## config.mk

```make
export PLATFORM = sky130hd
export DESIGN_NAME = fvn_div_cell
export DESIGN_NICKNAME = d
export VERILOG_FILES = /design/src/hdl/fvn_pkg.sv /design/src/hdl/fvn_div_cell.sv
export SDC_FILE = /design/constraint.sdc
export NUM_CORES = 1
export LEC_CHECK = 0
export ABC_AREA = 1
export CORE_MARGIN = 1.5
export CORE_UTILIZATION = 60
export CTS_CLUSTER_SIZE = 16
export DETAILED_ROUTE_END_ITERATION = 16
export DONT_BUFFER_PORTS = 1
export PLACE_DENSITY = 0.76
export SETUP_SLACK_MARGIN = 0.05
export SYNTH_ARGS = -nofsm -noshare
export SYNTH_HDL_FRONTEND = slang
export SYNTH_SLANG_ARGS = --single-unit
```

## constraint.sdc

```tcl
create_clock -name clk -period 0.85 [get_ports clk]
set_input_delay 0.0425 -clock clk [delete_from_list [all_inputs] [get_ports clk]]
set_output_delay 0.0425 -clock clk [all_outputs]
set_load 0.01 [all_outputs]
```

## src/hdl/fvn_pkg.sv

```systemverilog
// ----------------------------------------------------------------------------
// fvn_pkg
// Shared constants and bus types for the fractal value noise pipeline.
// ----------------------------------------------------------------------------
package fvn_pkg;

    localparam int unsigned MAX_OCTAVES_DEF = 8;

    localparam int unsigned COORD_W = 32;
    localparam int unsigned NOISE_W = 18;
    localparam int unsigned FREQ_W  = 32;
    localparam int unsigned AMP_W   = 32;
    localparam int unsigned TOTAL_W = 64;
    // Holds the sum of up to sixteen full-scale amplitudes.
    localparam int unsigned NORM_W  = 37;
    localparam int unsigned DEN_W   = NORM_W + 8;
    localparam int unsigned QUO_W   = 18;

    localparam logic [31:0] HASH_MUL_X  = 32'd374761393;
    localparam logic [31:0] HASH_MUL_Y  = 32'd668265263;
    localparam logic [31:0] HASH_MUL_M  = 32'd1274126177;
    localparam logic [31:0] HASH_MASK   = 32'h00ffffff;
    localparam logic [31:0] SEED_STEP   = 32'd101;

    localparam logic [FREQ_W-1:0] FREQ_ONE = 32'd4096;
    localparam logic [AMP_W-1:0]  AMP_ONE  = 32'd16384;
    localparam logic [17:0] NOISE_FULL     = 18'd65536;

    localparam logic [31:0] SEED_RST = 32'd0;
    localparam logic [3:0]  OCT_RST  = 4'd4;
    localparam logic [15:0] LAC_RST  = 16'd8192;
    localparam logic [15:0] GAIN_RST = 16'd8192;

    typedef enum logic [2:0] {
        REG_SEED    = 3'd0,
        REG_OCTAVES = 3'd1,
        REG_LACUN   = 3'd2,
        REG_GAIN    = 3'd3
    } reg_idx_t;

    // Data handed from one octave stage to the next.
    typedef struct packed {
        logic [COORD_W-1:0] x;
        logic [COORD_W-1:0] y;
        logic [FREQ_W-1:0]  freq;
        logic [AMP_W-1:0]   amp;
        logic [TOTAL_W-1:0] total;
        logic [NORM_W-1:0]  norm;
    } oct_bus_t;

    // Data handed from one divider step to the next.
    typedef struct packed {
        logic [63:0]      rem;
        logic [QUO_W-1:0] quo;
        logic [DEN_W-1:0] den;
        logic             neg;
        logic             zero;
        logic             ovf;
    } div_bus_t;

endpackage

```

## src/hdl/fvn_div_cell.sv

```systemverilog
// ----------------------------------------------------------------------------
// fvn_div_cell
// One restoring-division step: settle one quotient bit.
// ----------------------------------------------------------------------------
module fvn_div_cell #(
    parameter int unsigned SHIFT = 0
) (
    input  logic                 clk,
    input  logic                 rst_n,
    input  logic                 en,
    input  logic                 in_valid,
    input  fvn_pkg::div_bus_t    in_bus,
    output logic                 out_valid,
    output fvn_pkg::div_bus_t    out_bus
);

    logic [63:0]       dsh;
    logic              fits;
    fvn_pkg::div_bus_t step_next;

    assign dsh  = 64'(in_bus.den) << SHIFT;
    assign fits = (in_bus.rem >= dsh);

    always_comb
    begin
        step_next = in_bus;
        if (fits)
        begin
            step_next.rem        = in_bus.rem - dsh;
            step_next.quo[SHIFT] = 1'b1;
        end
    end

    always_ff @(posedge clk or negedge rst_n)
    begin
        if (!rst_n)
        begin
            out_valid <= 1'b0;
        end
        else if (en)
        begin
            out_valid <= in_valid;
        end
    end

    always_ff @(posedge clk)
    begin
        if (en)
        begin
            out_bus <= step_next;
        end
    end

endmodule

```

==> flow_metrics.py, run 1 <==
metrics = {
    "run_status": {
        "status": "did not finish",
        "failing_step": "global routing (5_1_grt)",
        "error_line": "[ERROR GRT-0116] Global routing finished with congestion. Check the congestion regions in the DRC Viewer.",
    },
    "synth": {
        "synthArstFlopShare": 0.00763,
        "yosys_warnings": 0,
        "syn_nets": 1601,
        "syn_inst": 1421,
        "avgSynthCellArea_sq_um": 6.95,
        "synth_area_sq_mm": 0.00987,
        "synth_cell_types": 33,
        "synth_top_area_frac": 0.396,
        "yosysSeqAreaShare": 0.398,
        "synth-seq-cells": 131,
        "synth_flop_cell": "edfxtp_1",
        "synth_edf_count": 130,
        "synth_area_leaders": "edfxtp_1 (40%), nand2_1 (21%), inv_1 (12%)",
        "yosys.area.top_type": "edfxtp_1",
    },
    "placement": {
        "dp_slack_ps": -1340,
        "io_buffers": 0,
        "routabilityCongestion": 0.939,
        "place_inst": 1818,
        "place_area_sq_mm": 0.0117,
        "place_hpwl_mm": 27.5,
    },
    "clock_network": {
        "clock-sinks": 131,
        "cts_made_buffers": 17,
        "htreeDepth": 4,
        "cts-root-buf": "clkbuf_16",
        "clockBufferDepth": 2,
    },
    "floorplan": {
        "initial_core_util": 0.617,
        "die_w_um": 131,
        "die_y_um": 131,
        "ios": 265,
        "rows": 46,
    },
    "global_routing": {
        "grt_usage": 0.767,
        "grt_pass1_wl_mm": 99.1,
        "grt_pass1_vias": 15600,
        "overflow": 87,
        "grt_max_degree": 132,
    },
}
kinds of logic after synthesis:
family	after synthesis	synth area share
AOI/OAI and AO/OA	77	0.0463
xor gates and xnor gates	32	0.0284
adders and majority gates	46	0.0591
buffers and inverters	329	0.130
DFF	131	0.398
muxes	1	0.00114
and+or+nand+nor	805	0.337
routing by layer:
layer / GRT usage / overflow
met1: 0.766 / 1
met3: 0.597 / 4
met5: 0.129 / 0
met2: 0.947 / 43
met4: 0.799 / 39
cells in the mapped netlist, drive strengths merged (3+ instances only):
cell type    n
a21oi       37
and2         4
buf         11
edfxtp     130
ha          45
inv        317
nand2      579
nand3       56
nand3b      19
nand4       13
nor2       116
nor3        14
nor4         3
o21ai       37
xnor2       24
xor2         8
timing repair:
item | CTS
hold buffers | 127
resized for setup | 218
endpoints found under the setup margin | 196
setup buffers | 32
hold endpoints to repair | 262
cloned | 12
pin swaps | 38
through the flow:
step	hold slack (ps)	TNS (ps)
after global placement	-253	-76790
after CTS	-302	-52650
after detailed placement	-253	-80040
after floorplan	-253	-63770
==> run 2, diff against run 1 <==
--- a/config.mk
+++ b/config.mk
@@ -7,12 +7,10 @@
 export LEC_CHECK = 0
 export ABC_AREA = 1
 export CORE_MARGIN = 1.5
-export CORE_UTILIZATION = 60
-export CTS_CLUSTER_SIZE = 16
+export CORE_UTILIZATION = 40
 export DETAILED_ROUTE_END_ITERATION = 16
 export DONT_BUFFER_PORTS = 1
-export PLACE_DENSITY = 0.76
-export SETUP_SLACK_MARGIN = 0.05
+export PLACE_DENSITY_LB_ADDON = 0.15
 export SYNTH_ARGS = -nofsm -noshare
 export SYNTH_HDL_FRONTEND = slang
 export SYNTH_SLANG_ARGS = --single-unit
==> run 2 against run 1 <==
The flow now finishes, with violations (negative hold slack, negative setup slack). Area after synthesis unchanged. Synthesized cell count unchanged.
==> flow_metrics.py, run 2 <==
metrics = {
    "synth": {
        "synth_flop_cell": "edfxtp_1",
        "synth_cell_types": 33,
        "synth_area_sq_mm": 0.00987,
        "yosysSeqAreaShare": 0.398,
        "syn_nets": 1601,
        "synthArstFlopShare": 0.00763,
        "syn_inst": 1421,
        "yosys_warnings": 0,
        "yosys.area.top_type": "edfxtp_1",
        "yosysMostFrequentCell": "nand2_1",
        "synth_top_area_frac": 0.396,
        "ys_top_cells_by_count": "nand2_1 (563), inv_1 (315), edfxtp_1 (130), nor2_1 (105), nand3_1 (55)",
        "synth_edf_count": 130,
        "avgSynthCellArea_sq_um": 6.95,
        "synth-seq-cells": 131,
        "synth_area_leaders": "edfxtp_1 (40%), nand2_1 (21%), inv_1 (12%)",
    },
    "placement": {
        "place_hpwl_mm": 26.0,
        "routabilityCongestion": 0.929,
        "place_area_sq_mm": 0.0119,
        "io_buffers": 0,
        "place_inst": 1939,
    },
    "global_routing": {
        "grt_max_degree": 132,
        "overflow": 0,
        "grt_usage": 0.290,
        "grt_pass1_vias": 10300,
        "antenna_found_initial": 0,
        "grt_pass1_wl_mm": 56.7,
    },
    "power_and_ir_drop": {
        "power_density_mw_per_mm2": 1430,
        "power.total_mw": 23.1,
        "peakVddDrop_mv": 0.999,
        "p_leak_nw": 7.78,
    },
    "routing": {
        "drt_iter0_drc": 794,
        "drt-met1-wl_mm": 17.2,
        "post-route-drc-count": 0,
        "met3_length_mm": 2.56,
        "drt-total-wl_mm": 38.8,
        "firstDrtPassIters": 5,
        "wl_met2_mm": 18.2,
        "ant_nets": 0,
        "wire_per_inst_um": 18.0,
        "vias": 10500,
        "highest_layer": "met4",
        "drt-vias-per-instance": 4.87,
    },
    "run_status": {
        "status": "finished, violations left",
        "violations": "negative hold slack, negative setup slack",
    },
    "layout": {
        "num_antenna_cells": 0,
        "final_area_sq_mm": 0.0162,
        "area_growth_pct": 64.1,
        "stdcell_count": 2152,
        "mostFrequentLayoutCell": "nand2_1",
        "final-seq-area_sq_mm": 0.00393,
        "fillers": 2110,
        "regMostFlops": "out_bus",
        "largest_reg_flops": 130,
        "final_util": 0.668,
        "top_regs": "out_bus (130), out_valid (1)",
        "multi_input_area_sq_mm": 0.00651,
        "most-common-layout-cells": "nand2_1 (381), inv_1 (265), buf_4 (224)",
        "fin_nets": 1995,
        "drive_gt1_frac": 0.388,
    },
    "floorplan": {
        "rows": 57,
        "die_area_sq_mm": 0.0256,
        "die_y_um": 160,
        "die_w_um": 160,
        "core-area_sq_mm": 0.0242,
        "initial_core_util": 0.407,
        "ios": 265,
    },
    "min_path": {
        "hp-class": "input pin to register",
    },
    "worst_setup_path": {
        "crit_fanout": 7,
        "cp.arrival_ps": 1750,
        "critPathKind": "input pin to register",
        "end_kind": "register",
        "crit_required_ps": 1030,
        "critPathLaunchType": "input pin",
    },
    "timing": {
        "finalHoldWorstSlack_ps": -271,
        "setup_ws_ps": -726,
        "fin_crit_sh": 1.85,
        "hold_violations": 136,
        "rsz0062_at_grt": "true",
        "min_period_ps": 1580,
        "fin_skew_ps": 0,
        "slew_headroom": 0.752,
        "fmax_mhz": 635,
        "setup_violations": 197,
        "worst_pin_slew_ps": 370,
        "drv_slew": 0,
    },
    "clock_network": {
        "cts_tree": "built",
        "clkSlewWorstSetupHoldPaths_ps": 70,
        "clock-sinks": 131,
        "clockBufferDepth": 2,
        "cts-root-buf": "clkbuf_16",
        "insertion_delay_ps": 430,
        "cts_made_buffers": 17,
        "htreeDepth": 4,
    },
    "job": {
        "cap_violations": 0,
    },
}
==> run 2: critical path: stages <==
cell and delay [ps]:
inv_12 10, ha_4 150, fa_2 400, inv_2 70
nand3_2 60, nand2_2 100, nand2_2 60, nand2_2 70
nand2_2 50, nand2_2 90, nand2_4 80, nand3_4 90
nor2_4 50, buf_12 140, buf_12 150, nand2_4 70
o21ai_2 50
==> run 2: final cells by class <==
cell class / count / area share
Multi-Input combinational cell: 961 / 0.402
Sequential cell: 131 / 0.243
Timing Repair Buffer: 387 / 0.219
Inverter: 317 / 0.0749
Clock buffer: 19 / 0.0280
Tap cell: 324 / 0.0250
Clock inverter: 13 / 0.00834
==> run 2: report_power, final <==
group          switching (mW)  internal [mW]
logic                    3.54           3.29
clock network            3.36           4.28
registers               0.627           8.01
==> run 2: stage by stage <==
step	worst slack [ps]	TNS, ps
6_report	-726	-50220
5_1_grt	-802	-57920
4_1_cts	-719	-48810
3_5_place_dp	-1390	-81760
3_3_place_gp	-1400	-80250
2_1_floorplan	-1090	-63770
==> run 2: cells by family after synthesis <==
| kind of cell | after synthesis | share of synthesized area |
|---|---|---|
| fa+ha+maj | 46 | 0.0591 |
| compound gates | 77 | 0.0463 |
| simple gates | 805 | 0.337 |
| mux | 1 | 0.00114 |
| flops | 131 | 0.398 |
| buf+inv | 329 | 0.130 |
| xor+xnor | 32 | 0.0284 |
==> run 2: routing by layer <==
metal / track usage / vias up
li1: - / 5158
met3: 0.0514 / 55
met1: 0.389 / 4889
met4: 0.0824 / 0
met5: 0 / -
met2: 0.480 / 374
==> run 2: path summary, 6_finish.rpt <==
| path | from | endpoint | slack [ps] | cells past startpoint |
|---|---|---|---|---|
| max in group asynchronous | rst_n | out_valid$_DFFE_PN0P_ | 370 | 2 |
| hold reg to reg | out_valid$_DFFE_PN0P_ | out_valid$_DFFE_PN0P_ | 630 | 2 |
| setup / recovery | in_bus[66] | out_bus[90]$_DFFE_PP_ | -730 | 17 |
| setup reg to reg | out_valid$_DFFE_PN0P_ | out_valid$_DFFE_PN0P_ | -30 | 2 |
| min in group asynchronous | rst_n | out_valid$_DFFE_PN0P_ | 370 | 2 |
| hold / removal | en | out_bus[51]$_DFFE_PP_ | -270 | 0 |
==> run 2: timing repair <==
action | CTS | global route
setup buffers | 35 | 16
resized for setup | 236 | 274
hold buffers | 127 | 1
endpoints found under the setup margin | 196 | 196
pin swaps | 68 | 79
cloned | 6 | 5
endpoints found under the hold margin | 262 | 137
(Power assumes the default switching activity.)
==> run 3, diff against run 2 <==
--- a/config.mk
+++ b/config.mk
@@ -6,6 +6,7 @@
 export NUM_CORES = 1
 export LEC_CHECK = 0
 export ABC_AREA = 1
+export CORE_ASPECT_RATIO = 1.5
 export CORE_MARGIN = 1.5
 export CORE_UTILIZATION = 40
 export DETAILED_ROUTE_END_ITERATION = 16
==> run 3 against run 2 <==
The run still ends with negative hold slack, negative setup slack left. Critical path depth is the same. Cell count rose by 1.3%. Non-clock buffer count is 28 higher. Register-to-register slack hardly changed. Via count up 0.22%. Hold slack worse by 7.8 ps. Final area up 1.1%. Total power up 3.3%. Largest cell class unchanged.
==> flow_metrics.py, run 3 (synthesis gave the netlist of run 2 again) <==
metrics = {
    "layout": {
        "multi_input_area_sq_mm": 0.00643,
        "fin_nets": 2023,
        "area_growth_pct": 66.0,
        "top_regs": "out_bus (130), out_valid (1)",
        "num_antenna_cells": 0,
        "final-seq-area_sq_mm": 0.00393,
        "most-common-layout-cells": "nand2_1 (401), inv_1 (266), buf_4 (247)",
        "final_util": 0.673,
        "drive_gt1_frac": 0.387,
        "mostFrequentLayoutCell": "nand2_1",
        "stdcell_count": 2180,
        "largest_reg_flops": 130,
        "fillers": 2071,
        "regMostFlops": "out_bus",
    },
    "timing": {
        "setup_violations": 197,
        "finalHoldWorstSlack_ps": -279,
        "fin_crit_sh": 1.93,
        "rsz0062_at_grt": "true",
        "fin_skew_ps": 0,
        "hold_violations": 135,
        "worst_pin_slew_ps": 316,
        "drv_slew": 0,
        "slew_headroom": 0.788,
        "min_period_ps": 1640,
        "fmax_mhz": 611,
        "setup_ws_ps": -786,
    },
    "routing": {
        "wire_per_inst_um": 18.6,
        "vias": 10500,
        "drt-total-wl_mm": 40.5,
        "post-route-drc-count": 0,
        "drt_iter0_drc": 513,
        "firstDrtPassIters": 5,
        "drt-vias-per-instance": 4.82,
        "ant_nets": 0,
    },
    "clock_network": {
        "cts_tree": "built",
        "clockBufferDepth": 2,
        "clock-sinks": 131,
        "clkSlewWorstSetupHoldPaths_ps": 60,
        "insertion_delay_ps": 430,
        "cts-root-buf": "clkbuf_16",
        "htreeDepth": 4,
        "cts_made_buffers": 17,
    },
    "power_and_ir_drop": {
        "power_density_mw_per_mm2": 1460,
        "p_leak_nw": 7.96,
        "seq_power_share": 0.363,
        "swShare": 0.303,
        "power_frac_clock": 0.344,
        "internal-power_mw": 16.6,
        "combPwrFrac": 0.293,
        "power.total_mw": 23.9,
        "peakVddDrop_mv": 1.43,
        "netSwitchingPower_mw": 7.23,
    },
    "min_path": {
        "min_path_cells": 0,
        "hp-class": "input pin to register",
    },
    "floorplan": {
        "die_w_um": 131,
        "initial_core_util": 0.405,
        "die_area_sq_mm": 0.0256,
        "core-area_sq_mm": 0.0243,
        "die_y_um": 195,
        "ios": 265,
        "rows": 70,
    },
    "worst_setup_path": {
        "critPathLaunchType": "input pin",
        "cp.arrival_ps": 1810,
        "crit_fanout": 5,
        "crit_required_ps": 1030,
        "end_kind": "register",
        "r2r_cells": 2,
        "critPathKind": "input pin to register",
    },
    "placement": {
        "routabilityCongestion": 0.932,
        "io_buffers": 0,
        "place_hpwl_mm": 28.0,
        "dp_slack_ps": -1350,
        "place_inst": 1970,
    },
    "global_routing": {
        "antenna_found_initial": 0,
        "grt_usage": 0.306,
        "grt_pass1_wl_mm": 59.4,
        "overflow": 0,
        "grt_pass1_vias": 11100,
        "grt_max_degree": 132,
    },
    "run_status": {
        "violations": "negative hold slack, negative setup slack",
        "status": "finished, violations left",
    },
    "job": {
        "cap_violations": 0,
    },
}
[run 3: cell types whose count changed in the layout (fill, tap and decap cells not counted), sizes merged]
| cell | previous run | this run |
|---|---|---|
| buf | 255 | 285 |
| bufinv | 1 | 5 |
| clkbuf | 23 | 20 |
| clkinv | 3 | 5 |
| clkinvlp | 2 | 1 |
| dlygate4sd3 | 128 | 129 |
| inv | 324 | 319 |
[run 3: worst paths after layout]
check                           slack, ps                   from               endpoint
worst max register to register        -30  out_valid$_DFFE_PN0P_  out_valid$_DFFE_PN0P_
worst min register to register        630  out_valid$_DFFE_PN0P_  out_valid$_DFFE_PN0P_
worst max-delay path                 -790             in_bus[66]  out_bus[84]$_DFFE_PP_
max in group asynchronous             360                  rst_n  out_valid$_DFFE_PN0P_
min in group asynchronous             380                  rst_n  out_valid$_DFFE_PN0P_
worst min-delay path                 -280                     en  out_bus[69]$_DFFE_PP_
[run 3: per-stage QoR]
| step | area, sq um | TNS, ps |
|---|---|---|
| 5_1_grt | 16400 | -61040 |
| 4_1_cts | 15900 | -50900 |
| 3_5_place_dp | 12100 | -78810 |
| 6_report | 16400 | -55050 |
| 2_1_floorplan | 10000 | -63770 |
| 3_3_place_gp | 12100 | -78460 |
[run 3: repair_timing]
item	4_1_cts	5_1_grt
resized for setup	326	169
setup buffers	48	10
endpoints found under the setup margin	196	196
hold buffers	128	1
endpoints found under the hold margin	262	136
gates cloned	10	1
pin swaps	75	80
[run 3: layer usage]
| layer | wire length, um | vias up | global-route usage |
|---|---|---|---|
| met5 | 0 | - | 0 |
| met3 | 1420 | 98 | 0.0467 |
| met1 | 14700 | 4878 | 0.305 |
| met2 | 22000 | 309 | 0.605 |
| met4 | 2380 | 0 | 0.156 |
| li1 | - | 5214 | - |
[run 3: power by group through the flow]
stage | logic (mW) | registers (mW) | clock network [mW]
after floorplan | 2.69 | 8.67 | 0
after global placement | 4.86 | 8.79 | 0
after detailed placement | 4.90 | 8.79 | 0
after CTS | 6.53 | 8.66 | 8.28
after global routing | 7.53 | 8.71 | 8.53
final | 6.98 | 8.66 | 8.22
[run 3: layout make-up]
type | instances | share of cell area
Clock buffer | 19 | 0.0264
Timing Repair Buffer | 415 | 0.230
Sequential cell | 131 | 0.240
Clock inverter | 13 | 0.0126
Multi-Input combinational cell | 961 | 0.392
Tap cell | 324 | 0.0247
Inverter | 317 | 0.0739
[run 3: critical path, cell delays in order]
cell,delay (ps)
inv_12,10
ha_4,150
fa_2,400
inv_2,80
nand3_2,80
nand2_4,120
nand2_4,60
nand2_4,80
nand2_2,50
nand2_2,80
nand2_4,70
nand3_4,80
nor2_4,70
buf_8,150
buf_16,150
nand2_4,60
o21ai_2,50
